--- src/rtl/core/fqr_pkg.sv ---
// shared types and constants for the queue with remove by identifier
package fqr_pkg;

  localparam int DEPTH_DEF    = 16;
  localparam int ID_WIDTH_DEF = 16;

  typedef enum logic [1:0] {
    OP_PUSH  = 2'd0,
    OP_POP   = 2'd1,
    OP_KILL  = 2'd2,
    OP_CLEAR = 2'd3
  } op_t;

  typedef enum logic [1:0] {
    ST_OK       = 2'd0,
    ST_EMPTY    = 2'd1,
    ST_FULL     = 2'd2,
    ST_NOTFOUND = 2'd3
  } status_t;

  // broadcast controls from the sequencer to every cell
  typedef struct packed {
    logic push;
    logic pop;
    logic capture;
    logic kill_apply;
  } fqr_ctrl_t;

endpackage

--- src/rtl/core/fqr_if.sv ---
// valid/ready channel interfaces for commands and results
interface fqr_in_if #(
  parameter int ID_WIDTH = fqr_pkg::ID_WIDTH_DEF
) ();
  logic                valid;
  logic                ready;
  logic [1:0]          op;
  logic [ID_WIDTH-1:0] pid;

  modport source (output valid, output op, output pid, input ready);
  modport sink   (input valid, input op, input pid, output ready);
endinterface

interface fqr_out_if #(
  parameter int ID_WIDTH  = fqr_pkg::ID_WIDTH_DEF,
  parameter int CNT_WIDTH = $clog2(fqr_pkg::DEPTH_DEF + 1)
) ();
  logic                 valid;
  logic                 ready;
  logic [1:0]           status;
  logic                 out_valid;
  logic [ID_WIDTH-1:0]  out_pid;
  logic [CNT_WIDTH-1:0] count;
  logic [ID_WIDTH-1:0]  front_pid;
  logic [ID_WIDTH-1:0]  rear_pid;
  logic                 is_empty;

  modport source (output valid, output status, output out_valid, output out_pid,
                  output count, output front_pid, output rear_pid, output is_empty,
                  input ready);
  modport sink   (input valid, input status, input out_valid, input out_pid,
                  input count, input front_pid, input rear_pid, input is_empty,
                  output ready);
endinterface

--- src/rtl/core/fqr_cell.sv ---
// one queue cell: holds an identifier, compares it and shifts from its neighbour
module fqr_cell #(
  parameter int ID_WIDTH = fqr_pkg::ID_WIDTH_DEF
) (
  input  logic                clk,
  input  fqr_pkg::fqr_ctrl_t  ctrl,
  input  logic                sel_push,
  input  logic                live,
  input  logic [ID_WIDTH-1:0] pid,
  input  logic [ID_WIDTH-1:0] nbr_val,
  input  logic                found_in,
  output logic                found_out,
  output logic [ID_WIDTH-1:0] val
);

  logic [ID_WIDTH-1:0] val_r;
  logic                match_r;

  // set once this cell or any cell nearer the front matched
  assign found_out = found_in | match_r;
  assign val       = val_r;

  always_ff @(posedge clk) begin
    if (ctrl.capture) begin
      match_r <= live && (val_r == pid);
    end
    if (ctrl.push && sel_push) begin
      val_r <= pid;
    end else if (ctrl.pop || (ctrl.kill_apply && found_out)) begin
      val_r <= nbr_val;
    end
  end

endmodule

--- src/rtl/core/fifo_queue_with_remove_by_id_top.sv ---
// ordered identifier queue with push, pop, remove by identifier and clear
//
//   channel  dir  handshake            payload
//   in_ch    in   valid/ready          op, pid
//   out_ch   out  valid/ready          status, out_valid, out_pid, count,
//                                      front_pid, rear_pid, is_empty
//
// the result is loaded into the output register from the report state; push, pop
// and clear pass through exec and report, remove by identifier through exec,
// shift and report: exec registers the per-cell compare, shift lets the match
// ripple down the cell row and compact, report forms front and rear. in_ready
// rises as the result is loaded; a stalled output holds the item in report.
// one item is in work at a time; a waiting result does not block the next
// accept, but that item's result holds until the output register is free.
// reset empties the queue at once; cell contents are not cleared.
module fifo_queue_with_remove_by_id_top #(
  parameter int DEPTH    = fqr_pkg::DEPTH_DEF,
  parameter int ID_WIDTH = fqr_pkg::ID_WIDTH_DEF
) (
  input  logic     clk,
  input  logic     rst_n,
  fqr_in_if.sink   in_ch,
  fqr_out_if.source out_ch
);

  localparam int CNT_WIDTH = $clog2(DEPTH + 1);
  localparam logic [CNT_WIDTH-1:0] FULL_CNT = CNT_WIDTH'(DEPTH);

  typedef enum logic [1:0] {
    S_IDLE,
    S_EXEC,
    S_SHIFT,
    S_REPORT
  } state_t;

  state_t               state_r;
  fqr_pkg::op_t         op_r;
  logic [ID_WIDTH-1:0]  pid_r;
  logic [CNT_WIDTH-1:0] held_r;
  fqr_pkg::status_t     st_r;
  logic                 ov_r;
  logic [ID_WIDTH-1:0]  opid_r;

  logic                 o_valid_r;
  fqr_pkg::status_t     o_status_r;
  logic                 o_ov_r;
  logic [ID_WIDTH-1:0]  o_pid_r;
  logic [CNT_WIDTH-1:0] o_count_r;
  logic [ID_WIDTH-1:0]  o_front_r;
  logic [ID_WIDTH-1:0]  o_rear_r;
  logic                 o_empty_r;

  fqr_pkg::fqr_ctrl_t   ctrl;
  logic [DEPTH-1:0]     sel_push;
  logic [DEPTH-1:0]     live;
  logic [DEPTH:0]       found;
  logic [ID_WIDTH-1:0]  cell_val [DEPTH];
  logic [ID_WIDTH-1:0]  rear_val;
  logic                 out_free;

  assign in_ch.ready = (state_r == S_IDLE);
  assign out_free    = !o_valid_r || out_ch.ready;

  always_comb begin
    ctrl            = '0;
    ctrl.push       = (state_r == S_EXEC) && (op_r == fqr_pkg::OP_PUSH) &&
                      (held_r != FULL_CNT);
    ctrl.pop        = (state_r == S_EXEC) && (op_r == fqr_pkg::OP_POP) &&
                      (held_r != '0);
    ctrl.capture    = (state_r == S_EXEC) && (op_r == fqr_pkg::OP_KILL);
    ctrl.kill_apply = (state_r == S_SHIFT);
  end

  assign found[0] = 1'b0;

  for (genvar i = 0; i < DEPTH; i++) begin : g_cell
    logic [ID_WIDTH-1:0] nbr;
    assign sel_push[i] = (held_r == CNT_WIDTH'(i));
    assign live[i]     = (CNT_WIDTH'(i) < held_r);
    if (i == DEPTH - 1) begin : g_last
      assign nbr = '0;
    end else begin : g_mid
      assign nbr = cell_val[i+1];
    end
    fqr_cell #(.ID_WIDTH(ID_WIDTH)) u_cell (
      .clk       (clk),
      .ctrl      (ctrl),
      .sel_push  (sel_push[i]),
      .live      (live[i]),
      .pid       (pid_r),
      .nbr_val   (nbr),
      .found_in  (found[i]),
      .found_out (found[i+1]),
      .val       (cell_val[i])
    );
  end

  // rear entry sits at held - 1
  always_comb begin
    rear_val = '0;
    for (int i = 0; i < DEPTH; i++) begin
      if (held_r == CNT_WIDTH'(i + 1)) begin
        rear_val = rear_val | cell_val[i];
      end
    end
  end

  always_ff @(posedge clk) begin
    if (!rst_n) begin
      state_r   <= S_IDLE;
      held_r    <= '0;
      o_valid_r <= 1'b0;
    end else begin
      // load a new result or keep the one still waiting
      o_valid_r <= ((state_r == S_REPORT) && out_free) || (o_valid_r && !out_ch.ready);
      unique case (state_r)
        S_IDLE: begin
          if (in_ch.valid) begin
            op_r    <= fqr_pkg::op_t'(in_ch.op);
            pid_r   <= in_ch.pid;
            state_r <= S_EXEC;
          end
        end
        S_EXEC: begin
          st_r    <= fqr_pkg::ST_OK;
          ov_r    <= 1'b0;
          opid_r  <= '0;
          state_r <= S_REPORT;
          unique case (op_r)
            fqr_pkg::OP_PUSH: begin
              if (held_r == FULL_CNT) begin
                st_r <= fqr_pkg::ST_FULL;
              end else begin
                held_r <= held_r + CNT_WIDTH'(1);
              end
            end
            fqr_pkg::OP_POP: begin
              if (held_r == '0) begin
                st_r <= fqr_pkg::ST_EMPTY;
              end else begin
                ov_r   <= 1'b1;
                opid_r <= cell_val[0];
                held_r <= held_r - CNT_WIDTH'(1);
              end
            end
            fqr_pkg::OP_KILL: begin
              if (held_r == '0) begin
                st_r <= fqr_pkg::ST_EMPTY;
              end else begin
                state_r <= S_SHIFT;
              end
            end
            fqr_pkg::OP_CLEAR: begin
              held_r <= '0;
            end
            default: begin
              state_r <= S_REPORT;
            end
          endcase
        end
        S_SHIFT: begin
          state_r <= S_REPORT;
          if (found[DEPTH]) begin
            st_r   <= fqr_pkg::ST_OK;
            ov_r   <= 1'b1;
            opid_r <= pid_r;
            held_r <= held_r - CNT_WIDTH'(1);
          end else begin
            st_r <= fqr_pkg::ST_NOTFOUND;
          end
        end
        S_REPORT: begin
          if (out_free) begin
            o_status_r <= st_r;
            o_ov_r     <= ov_r;
            o_pid_r    <= opid_r;
            o_count_r  <= held_r;
            o_front_r  <= (held_r != '0) ? cell_val[0] : '0;
            o_rear_r   <= rear_val;
            o_empty_r  <= (held_r == '0);
            state_r    <= S_IDLE;
          end
        end
        default: begin
          state_r <= S_IDLE;
        end
      endcase
    end
  end

  assign out_ch.valid     = o_valid_r;
  assign out_ch.status    = o_status_r;
  assign out_ch.out_valid = o_ov_r;
  assign out_ch.out_pid   = o_pid_r;
  assign out_ch.count     = o_count_r;
  assign out_ch.front_pid = o_front_r;
  assign out_ch.rear_pid  = o_rear_r;
  assign out_ch.is_empty  = o_empty_r;

endmodule

--- src/flat_wrapper.sv ---
// flat-port wrapper written by rule: the top's interface ports become plain ports
module fifo_queue_with_remove_by_id_top_flat 
#(
  parameter int DEPTH    = fqr_pkg::DEPTH_DEF,
  parameter int ID_WIDTH = fqr_pkg::ID_WIDTH_DEF
)
  (clk, rst_n, in_ch_valid, in_ch_op, in_ch_pid, in_ch_ready, out_ch_valid, out_ch_status, out_ch_out_valid, out_ch_out_pid, out_ch_count, out_ch_front_pid, out_ch_rear_pid, out_ch_is_empty, out_ch_ready);
  fqr_in_if #(.ID_WIDTH(ID_WIDTH)) in_ch_i ();
  fqr_out_if #(.ID_WIDTH(ID_WIDTH), .CNT_WIDTH(($clog2(DEPTH + 1)))) out_ch_i ();
  input  logic clk;
  input  logic rst_n;
  input wire logic [$bits(in_ch_i.valid)-1:0] in_ch_valid;
  input wire logic [$bits(in_ch_i.op)-1:0] in_ch_op;
  input wire logic [$bits(in_ch_i.pid)-1:0] in_ch_pid;
  output wire logic [$bits(in_ch_i.ready)-1:0] in_ch_ready;
  output wire logic [$bits(out_ch_i.valid)-1:0] out_ch_valid;
  output wire logic [$bits(out_ch_i.status)-1:0] out_ch_status;
  output wire logic [$bits(out_ch_i.out_valid)-1:0] out_ch_out_valid;
  output wire logic [$bits(out_ch_i.out_pid)-1:0] out_ch_out_pid;
  output wire logic [$bits(out_ch_i.count)-1:0] out_ch_count;
  output wire logic [$bits(out_ch_i.front_pid)-1:0] out_ch_front_pid;
  output wire logic [$bits(out_ch_i.rear_pid)-1:0] out_ch_rear_pid;
  output wire logic [$bits(out_ch_i.is_empty)-1:0] out_ch_is_empty;
  input wire logic [$bits(out_ch_i.ready)-1:0] out_ch_ready;
  assign in_ch_i.valid = in_ch_valid;
  assign in_ch_i.op = in_ch_op;
  assign in_ch_i.pid = in_ch_pid;
  assign in_ch_ready = in_ch_i.ready;
  assign out_ch_valid = out_ch_i.valid;
  assign out_ch_status = out_ch_i.status;
  assign out_ch_out_valid = out_ch_i.out_valid;
  assign out_ch_out_pid = out_ch_i.out_pid;
  assign out_ch_count = out_ch_i.count;
  assign out_ch_front_pid = out_ch_i.front_pid;
  assign out_ch_rear_pid = out_ch_i.rear_pid;
  assign out_ch_is_empty = out_ch_i.is_empty;
  assign out_ch_i.ready = out_ch_ready;
  fifo_queue_with_remove_by_id_top #(.DEPTH(DEPTH), .ID_WIDTH(ID_WIDTH)) u_core (.clk(clk), .rst_n(rst_n), .in_ch(in_ch_i), .out_ch(out_ch_i));
endmodule
--- config.mk ---
export PLATFORM = sky130hd
export DESIGN_NAME = fifo_queue_with_remove_by_id_top_flat
export DESIGN_NICKNAME = d
export VERILOG_FILES = /design/src/rtl/core/fqr_pkg.sv /design/src/rtl/core/fqr_if.sv /design/src/rtl/core/fqr_cell.sv /design/src/rtl/core/fifo_queue_with_remove_by_id_top.sv /design/src/flat_wrapper.sv
export SDC_FILE = /design/constraint.sdc
export NUM_CORES = 1
export LEC_CHECK = 0
export BUFFER_PORTS_ARGS = -buffer_cell sky130_fd_sc_hd__buf_4
export CORE_ASPECT_RATIO = 1.1
export CORE_MARGIN = 3
export CORE_UTILIZATION = 55
export CTS_CLUSTER_DIAMETER = 100
export DETAILED_ROUTE_END_ITERATION = 6
export HOLD_SLACK_MARGIN = 0.12
export PLACE_DENSITY = 0.72
export SLEW_MARGIN = 20
export SYNTH_ARGS = -nofsm -noshare
export SYNTH_HDL_FRONTEND = slang
export SYNTH_SLANG_ARGS = --single-unit
--- constraint.sdc ---
create_clock -name clk -period 4.05 [get_ports clk]
set_input_delay 0.2025 -clock clk [delete_from_list [all_inputs] [get_ports clk]]
set_output_delay 0.2025 -clock clk [all_outputs]
set_load 0.02 [all_outputs]
After elaboration in Yosys (flattened, before gate mapping) --
Index checks and enable logic that the tools add are counted. W data, S select, Z words.
Operators by class: bitwise gates (word level) 30, reduce and logical (&&, ||, !) cells 103, equal/unequal tests 45, order comparisons 16, $add $sub $neg 2, mux-type cells 71
Operators by type and width (number):
- $mux W16 | 51
- $eq A16 B16 Y1 | 16
- $or A16 B16 Y16 | 15
- $logic_and A1 B1 Y1 | 55
- $eq A5 B4 Y1 const B | 8
- $lt A4 B5 Y1 const A | 8
- $reduce_bool A2 Y1 | 17
- $pmux W16 S2 | 1
- $eq A5 B3 Y1 const B | 4
- $lt A3 B5 Y1 const A | 4
- $logic_or A1 B1 Y1 | 18
- $mux W5 | 3
- $or A1 B1 Y1 | 15
- $pmux W5 S3 | 1
- $eq A5 B2 Y1 const B | 2
- $lt A1 B5 Y1 const A | 2
- $lt A2 B5 Y1 const A | 2
- $mux W2 | 5
- $pmux W5 S2 | 1
- $reduce_and A3 Y1 | 3
- $eq A2 B2 Y1 const B | 4
- $pmux W2 S2 | 2
- $pmux W2 S4 | 1
- $ne A3 B3 Y1 const B | 2
- other kinds (18) | 27
Word-level totals: output and inout port bits 59, input bits 22, bits in registers 374, logic and storage cells 314

Longest topological paths before layout --
word-level depth 32, mapped depth 11, gate-level depth less buffers 7

By module --
Synthesis repeated with hierarchy kept, for this count alone.
Unflattened totals: cell total of the unflattened synthesis 1510, area, all modules 20587.2 µm²
Modules (own cells, without submodules):
- fqr_cell | seq. area each 510.5 µm², cells an instance 59, instances 16, area an instance 897.1 µm²
- fifo_queue_with_remove_by_id_top | seq. area each 2982.9 µm², cells an instance 566, instances 1, area an instance 6233.5 µm²

Worst setup path before layout --
OpenSTA, ideal clock, no wires.
path kind register -> register, start point reg u_core.state_r[0], end point reg u_core.o_count_r[0], in the netlist u_core.out_ch.count[0] (enable), path slack 0.573 ns, clock period less this slack 3.477 ns, buffers on the path 0, library setup time 0.472 ns, cell stages (with the launch flop) 4, required time 3.578 ns, arrival 3.006 ns, cells stage by stage dfxtp_1 -> ha_1 -> nand2_1 -> nor2_1
On the way: cells in the longest elaborated chain, start to end 2
RTL lines:
- start, declared | RTL line fifo_queue_with_remove_by_id_top.sv:36 | state_t state_r;
- start signal, assigned | RTL line fifo_queue_with_remove_by_id_top.sv:110 | state_r <= S_IDLE;
- start signal, assigned | RTL line fifo_queue_with_remove_by_id_top.sv:121 | state_r <= S_EXEC;
- start signal, assigned | RTL line fifo_queue_with_remove_by_id_top.sv:128 | state_r <= S_REPORT;
- $eq A2 B2 Y1 | RTL line fifo_queue_with_remove_by_id_top.sv:116 | unique case (state_r)
- $reduce_and A3 Y1 (no source line)
- end signal, assigned | RTL line fifo_queue_with_remove_by_id_top.sv:177 | o_count_r <= held_r;
- end, declared | RTL line fifo_queue_with_remove_by_id_top.sv:48 | logic [CNT_WIDTH-1:0] o_count_r;
No other way between the ends. A chain may end at the register's enable or synchronous reset.

Worst setup path after layout --
start point reg u_core.held_r[1], end point reg u_core.g_cell[1].u_cell.val_r[3] (enable)
On the way: cells in the longest elaborated chain, start to end 4, elaborated cells between the ends (all ways) 8, those cells by class 2 x eq/ne; 6 x reduce/logical
RTL lines:
- start, declared | RTL line fifo_queue_with_remove_by_id_top.sv:39 | logic [CNT_WIDTH-1:0] held_r;
- start signal, assigned | RTL line fifo_queue_with_remove_by_id_top.sv:134 | held_r <= held_r + CNT_WIDTH'(1);
- start signal, assigned | RTL line fifo_queue_with_remove_by_id_top.sv:143 | held_r <= held_r - CNT_WIDTH'(1);
- start signal, assigned | RTL line fifo_queue_with_remove_by_id_top.sv:167 | held_r <= held_r - CNT_WIDTH'(1);
- $ne A5 B5 Y1 / $reduce_bool A5 Y1 (equally long branches) | RTL line fifo_queue_with_remove_by_id_top.sv:67, fifo_queue_with_remove_by_id_top.sv:69
- $logic_and A1 B1 Y1 (on tied branches) | RTL line fifo_queue_with_remove_by_id_top.sv:66, fifo_queue_with_remove_by_id_top.sv:68
- $logic_and A1 B1 Y1 / $logic_or A1 B1 Y1 (equally long branches) | RTL line fqr_cell.sv:27, fqr_cell.sv:29
- $reduce_bool A2 Y1 (no source line) (*)
- end signal, assigned | RTL line fqr_cell.sv:28 | val_r <= pid;
- end signal, assigned | RTL line fqr_cell.sv:30 | val_r <= nbr_val;
- end, declared | RTL line fqr_cell.sv:16 | logic [ID_WIDTH-1:0] val_r;
Mark *: on every way between the ends. The rest lies on a longest branch, timed or not.

==> summary by stage <==
Power
In this run the power spent charging and discharging nets is roughly 6.4 mW. Cell internal power was estimated by the tool at 10.1 mW. In this run the static leakage power is around 8 nW. Combinational logic is responsible for 29.4% of the overall power. The sum of internal, switching and leakage power is 16.5 mW. Sequential cells account for 48.1% of the total power. The largest voltage drop on the vdd net is 454 uV.

The clock network fraction of total power is 22.5%. Net switching is between 30% and 40% of the power. For this design the ratio of total power to cell area is 709 nW/um^2.

Synth
Yosys attributes the largest share of cell area to edfxtp_1 54%, mux2_2 12%, xor2_1 7.0%, xnor2_1 4.0%, a22oi_1 2.0%. The most common cell in the synthesized netlist is edfxtp_1. The average footprint of a synthesized cell is 13.3 um^2. The largest area contributor in the netlist is edfxtp_1. The count of synthesis-stage warnings from yosys is 0. The most used flip-flop cell after synthesis is edfxtp_1. For this run, the register share of the synthesized area comes to 54.6%.

The number of cells produced by synthesis is 1535. The synthesized netlist net count is around 1600. Of all flip-flops after synthesis, the portion carrying an async set or reset was 0%. The area share of the largest cell type after synthesis is 53.8%. The number of enable flip-flop cells after synthesis is 366. In this run, synthesis produced a sequential element count of ~370. The commonest cells after synthesis are 366 x edfxtp_1, 225 x mux2_2, 163 x xor2_1. The area of the mapped netlist is 20400 um^2. Synthesis instantiated 73 different standard cells from the library.

Global route
The first global-routing pass estimated 111000 um of wire. Across every metal layer, demand over resource in global routing totals around two fifths. The leftover overflow at the end of global routing is 0.

The number of global-route vias before repair is 14284. Entering global routing, the biggest net connects 46 pins. The initial antenna violation count is 2.

Clock network
The H-tree depth is 2. The clock passes through at most 3 buffers. The count of buffers added by post-CTS timing repair for setup is 0.

The clock latency of the later-clocked register in the worst-skew pair is 580 ps. Buffers inserted during clock tree synthesis total 41. Clock tree synthesis selected as its root buffer the cell clkbuf_16.

For this design, the sink count on the clock tree is 374. Clock-pin slew was measured on the worst setup and hold paths at approximately 60 ps. The clock tree from TritonCTS is done.

Worst setup path
Setup slack on the worst reg-to-reg path comes out at 530 ps. The top fanout value on the critical path is 17. The type of element capturing the critical path is a flip-flop. The required time at the worst-slack endpoint is roughly 4300 ps. The startpoint class of the critical path is a flip-flop. The start-to-end type of the worst setup path is flip-flop to flip-flop. The arrival time at the worst endpoint is 3720 ps.

Timing
The worst pin sits at a relative slew slack of 17.3%. The worst-margin pin slew is 1240 ps. The final hold violation count was 0.

The total setup violations reported at the end of the flow is 0. The max-slew violation count was 0. Summed over all failing endpoints, the final setup total negative slack is 0 ps.

The clock period minus worst slack is ~3500 ps. The fmax is 284 MHz. The final clock skew is approximately 26 ps. Of the available clock period, the critical path in the final layout requires between 80 and 90%. Setup repair after global routing left no endpoint under its margin.

Placement
In this run, placement finished with an instance count of 2042. After legalization and detailed placement, the total HPWL measured 60300 um. The placer's final routability congestion estimate is 1.08. The port buffer count is 80.

Drt
In the detailed route, the total length drawn on met3 is 8720 um. After detailed routing, no signal wire sits above met5. The first detailed-routing pass ran for 6 iterations. In this run the remaining antenna-violating nets after routing total 0.

For this block, the routed nets add up to around 80000 um of wire. The number of vias after detailed routing is approximately 15000. After the first detailed-routing iteration, the DRC count stood at 2462. Dividing the detail-routed via count by the number of cells gives between 6 and 7. In the final routed layout, each cell accounts on average for 37.6 um. In the routed design, unresolved DRC markers number 0. The routed metal-1 wirelength is 29700 um. Wire segments on met2 add up to 35400 um in the final route.

Floorplanning
After floorplanning, the core was divided into 73 placement rows. Pin placement for this block handled between 80 and 90 I/O pins. The starting density of the core is 56.1%.

In this run the horizontal extent of the chip is 190 um. The area of the core region is between 30000 and 40000 um^2. The die covers 39500 um^2. The vertical extent of the die is 208 um.

Flow run
The number of violations of the max-capacitance limit is 0.

Final layout
The count of non-filler cells in the finished layout is 2138. From synthesis to final layout, the design area changed by 13.6%. The fraction of final layout cells sized beyond drive strength 1 is between 20% and 30%. In the final design database the tool counted roughly 1700 nets.

Worst hold path
The min-delay analysis places its worst path in the category primary input to flip-flop.

Run status
The run finished with clean final reports.
## registers in the layout, summed over array words and instances (netlist names), 2 cells and up
signal	flops
u_core.st_r	2
u_core.out_ch.front_pid	16
u_core.op_r	2
u_core.g_cell.u_cell.match_r	16
u_core.state_r	2
u_core.held_r	5
u_core.out_ch.out_pid	16
u_core.opid_r	16
u_core.out_ch.count	5
u_core.g_cell.u_cell.val	256
u_core.out_ch.status	2
u_core.pid_r	16
u_core.out_ch.rear_pid	16
## per-layer routing
layer	vias up	GRT usage, %
met2	1065	60.5
met4	2	26.8
met3	285	7.75
met1	7560	53.8
li1	5983	-
met5	-	0
## through the flow
step | setup slack [ps] | util [%] | instance area (um^2) | hold slack (ps)
detailed placement | 627 | 59.5 | 21700 | 382
finish | 530 | 63.7 | 23200 | 338
CTS | 601 | 63.7 | 23200 | 321
floorplan | 573 | - | 20400 | 301
global route | 283 | 63.7 | 23200 | 339
global placement | 743 | 59.5 | 21700 | 380
## final cells by class
| type | instances | area, um^2 |
|---|---|---|
| multi-input cells | 1016 | 8690 |
| diodes | 2 | 5.00 |
| clock inverters | 24 | 205 |
| flip-flops and latches | 374 | 11200 |
| well taps | 487 | 609 |
| repair buffers | 177 | 1420 |
| clock buffers | 49 | 1110 |
| fillers | 2712 | 13200 |
| inverters | 9 | 33.8 |
## what timing repair did
item,4_1_cts,5_1_grt
hold endpoints to repair,26,0
hold buffers,21,0
gates resized for setup,0,0
## final timing paths
path | startpoint | to | cells after the start
setup reg to reg | u_core.held_r[1] | u_core.g_cell[1].u_cell.val[3] | 9
hold / removal | in_ch_pid[6] | u_core.pid_r[6] | 2
setup / recovery | u_core.held_r[1] | u_core.g_cell[1].u_cell.val[3] | 9
hold reg to reg | u_core.opid_r[9] | u_core.out_ch.out_pid[9] | 0
## cells in the final DEF (no fill, tap or decap), drive strengths merged, types with 4 or more instances in the layout
cell type	n
edfxtp	366
mux2	249
xor2	163
buf	156
xnor2	93
a22oi	55
clkbuf	49
nor4	47
nand2	45
nor2	43
nand4	32
nand3	26
and2	25
nor3	23
and3	21
o21ai	21
dlygate4sd3	21
a22o	20
a222oi	17
clkinv	15
ha	13
inv	12
mux2i	11
a21oi	11
or3	10
nor2b	8
dfxtp	8
nand2b	7
mux4	6
a221oi	6
a211oi	6
and4	5
o211ai	5
a211o	5
or2	4
## power by group through the flow
| stage | sequential (mW) | clock [mW] | combinational [mW] |
|---|---|---|---|
| 2_1_floorplan | 6.62 | 0 | 3.31 |
| 3_3_place_gp | 7.82 | 0 | 4.62 |
| 3_5_place_dp | 7.83 | 0 | 4.70 |
| 4_1_cts | 7.76 | 3.73 | 4.75 |
| 5_1_grt | 7.84 | 3.88 | 5.12 |
| 6_report | 7.93 | 3.71 | 4.83 |
## critical path: stages, from the launching register on
cell and delay, ps:
dfxtp_1 600, inv_1 170, ha_1 290, nor4bb_4 180, buf_4 240, nor2_1 540, and2_0 220, buf_4 260
nor2_1 80, nand2_1 560
## cell families after synthesis
family	share of synthesized area (%)
AO/OA/AOI/OAI	6.53
XOR/XNOR	11.0
adder cells (fa/ha/maj)	0.796
buffers and inverters	3.15
flip-flops	54.6
multiplexers	14.9
AND/OR/NAND/NOR	9.05
No activity file was read; power rests on OpenSTA's default activity.
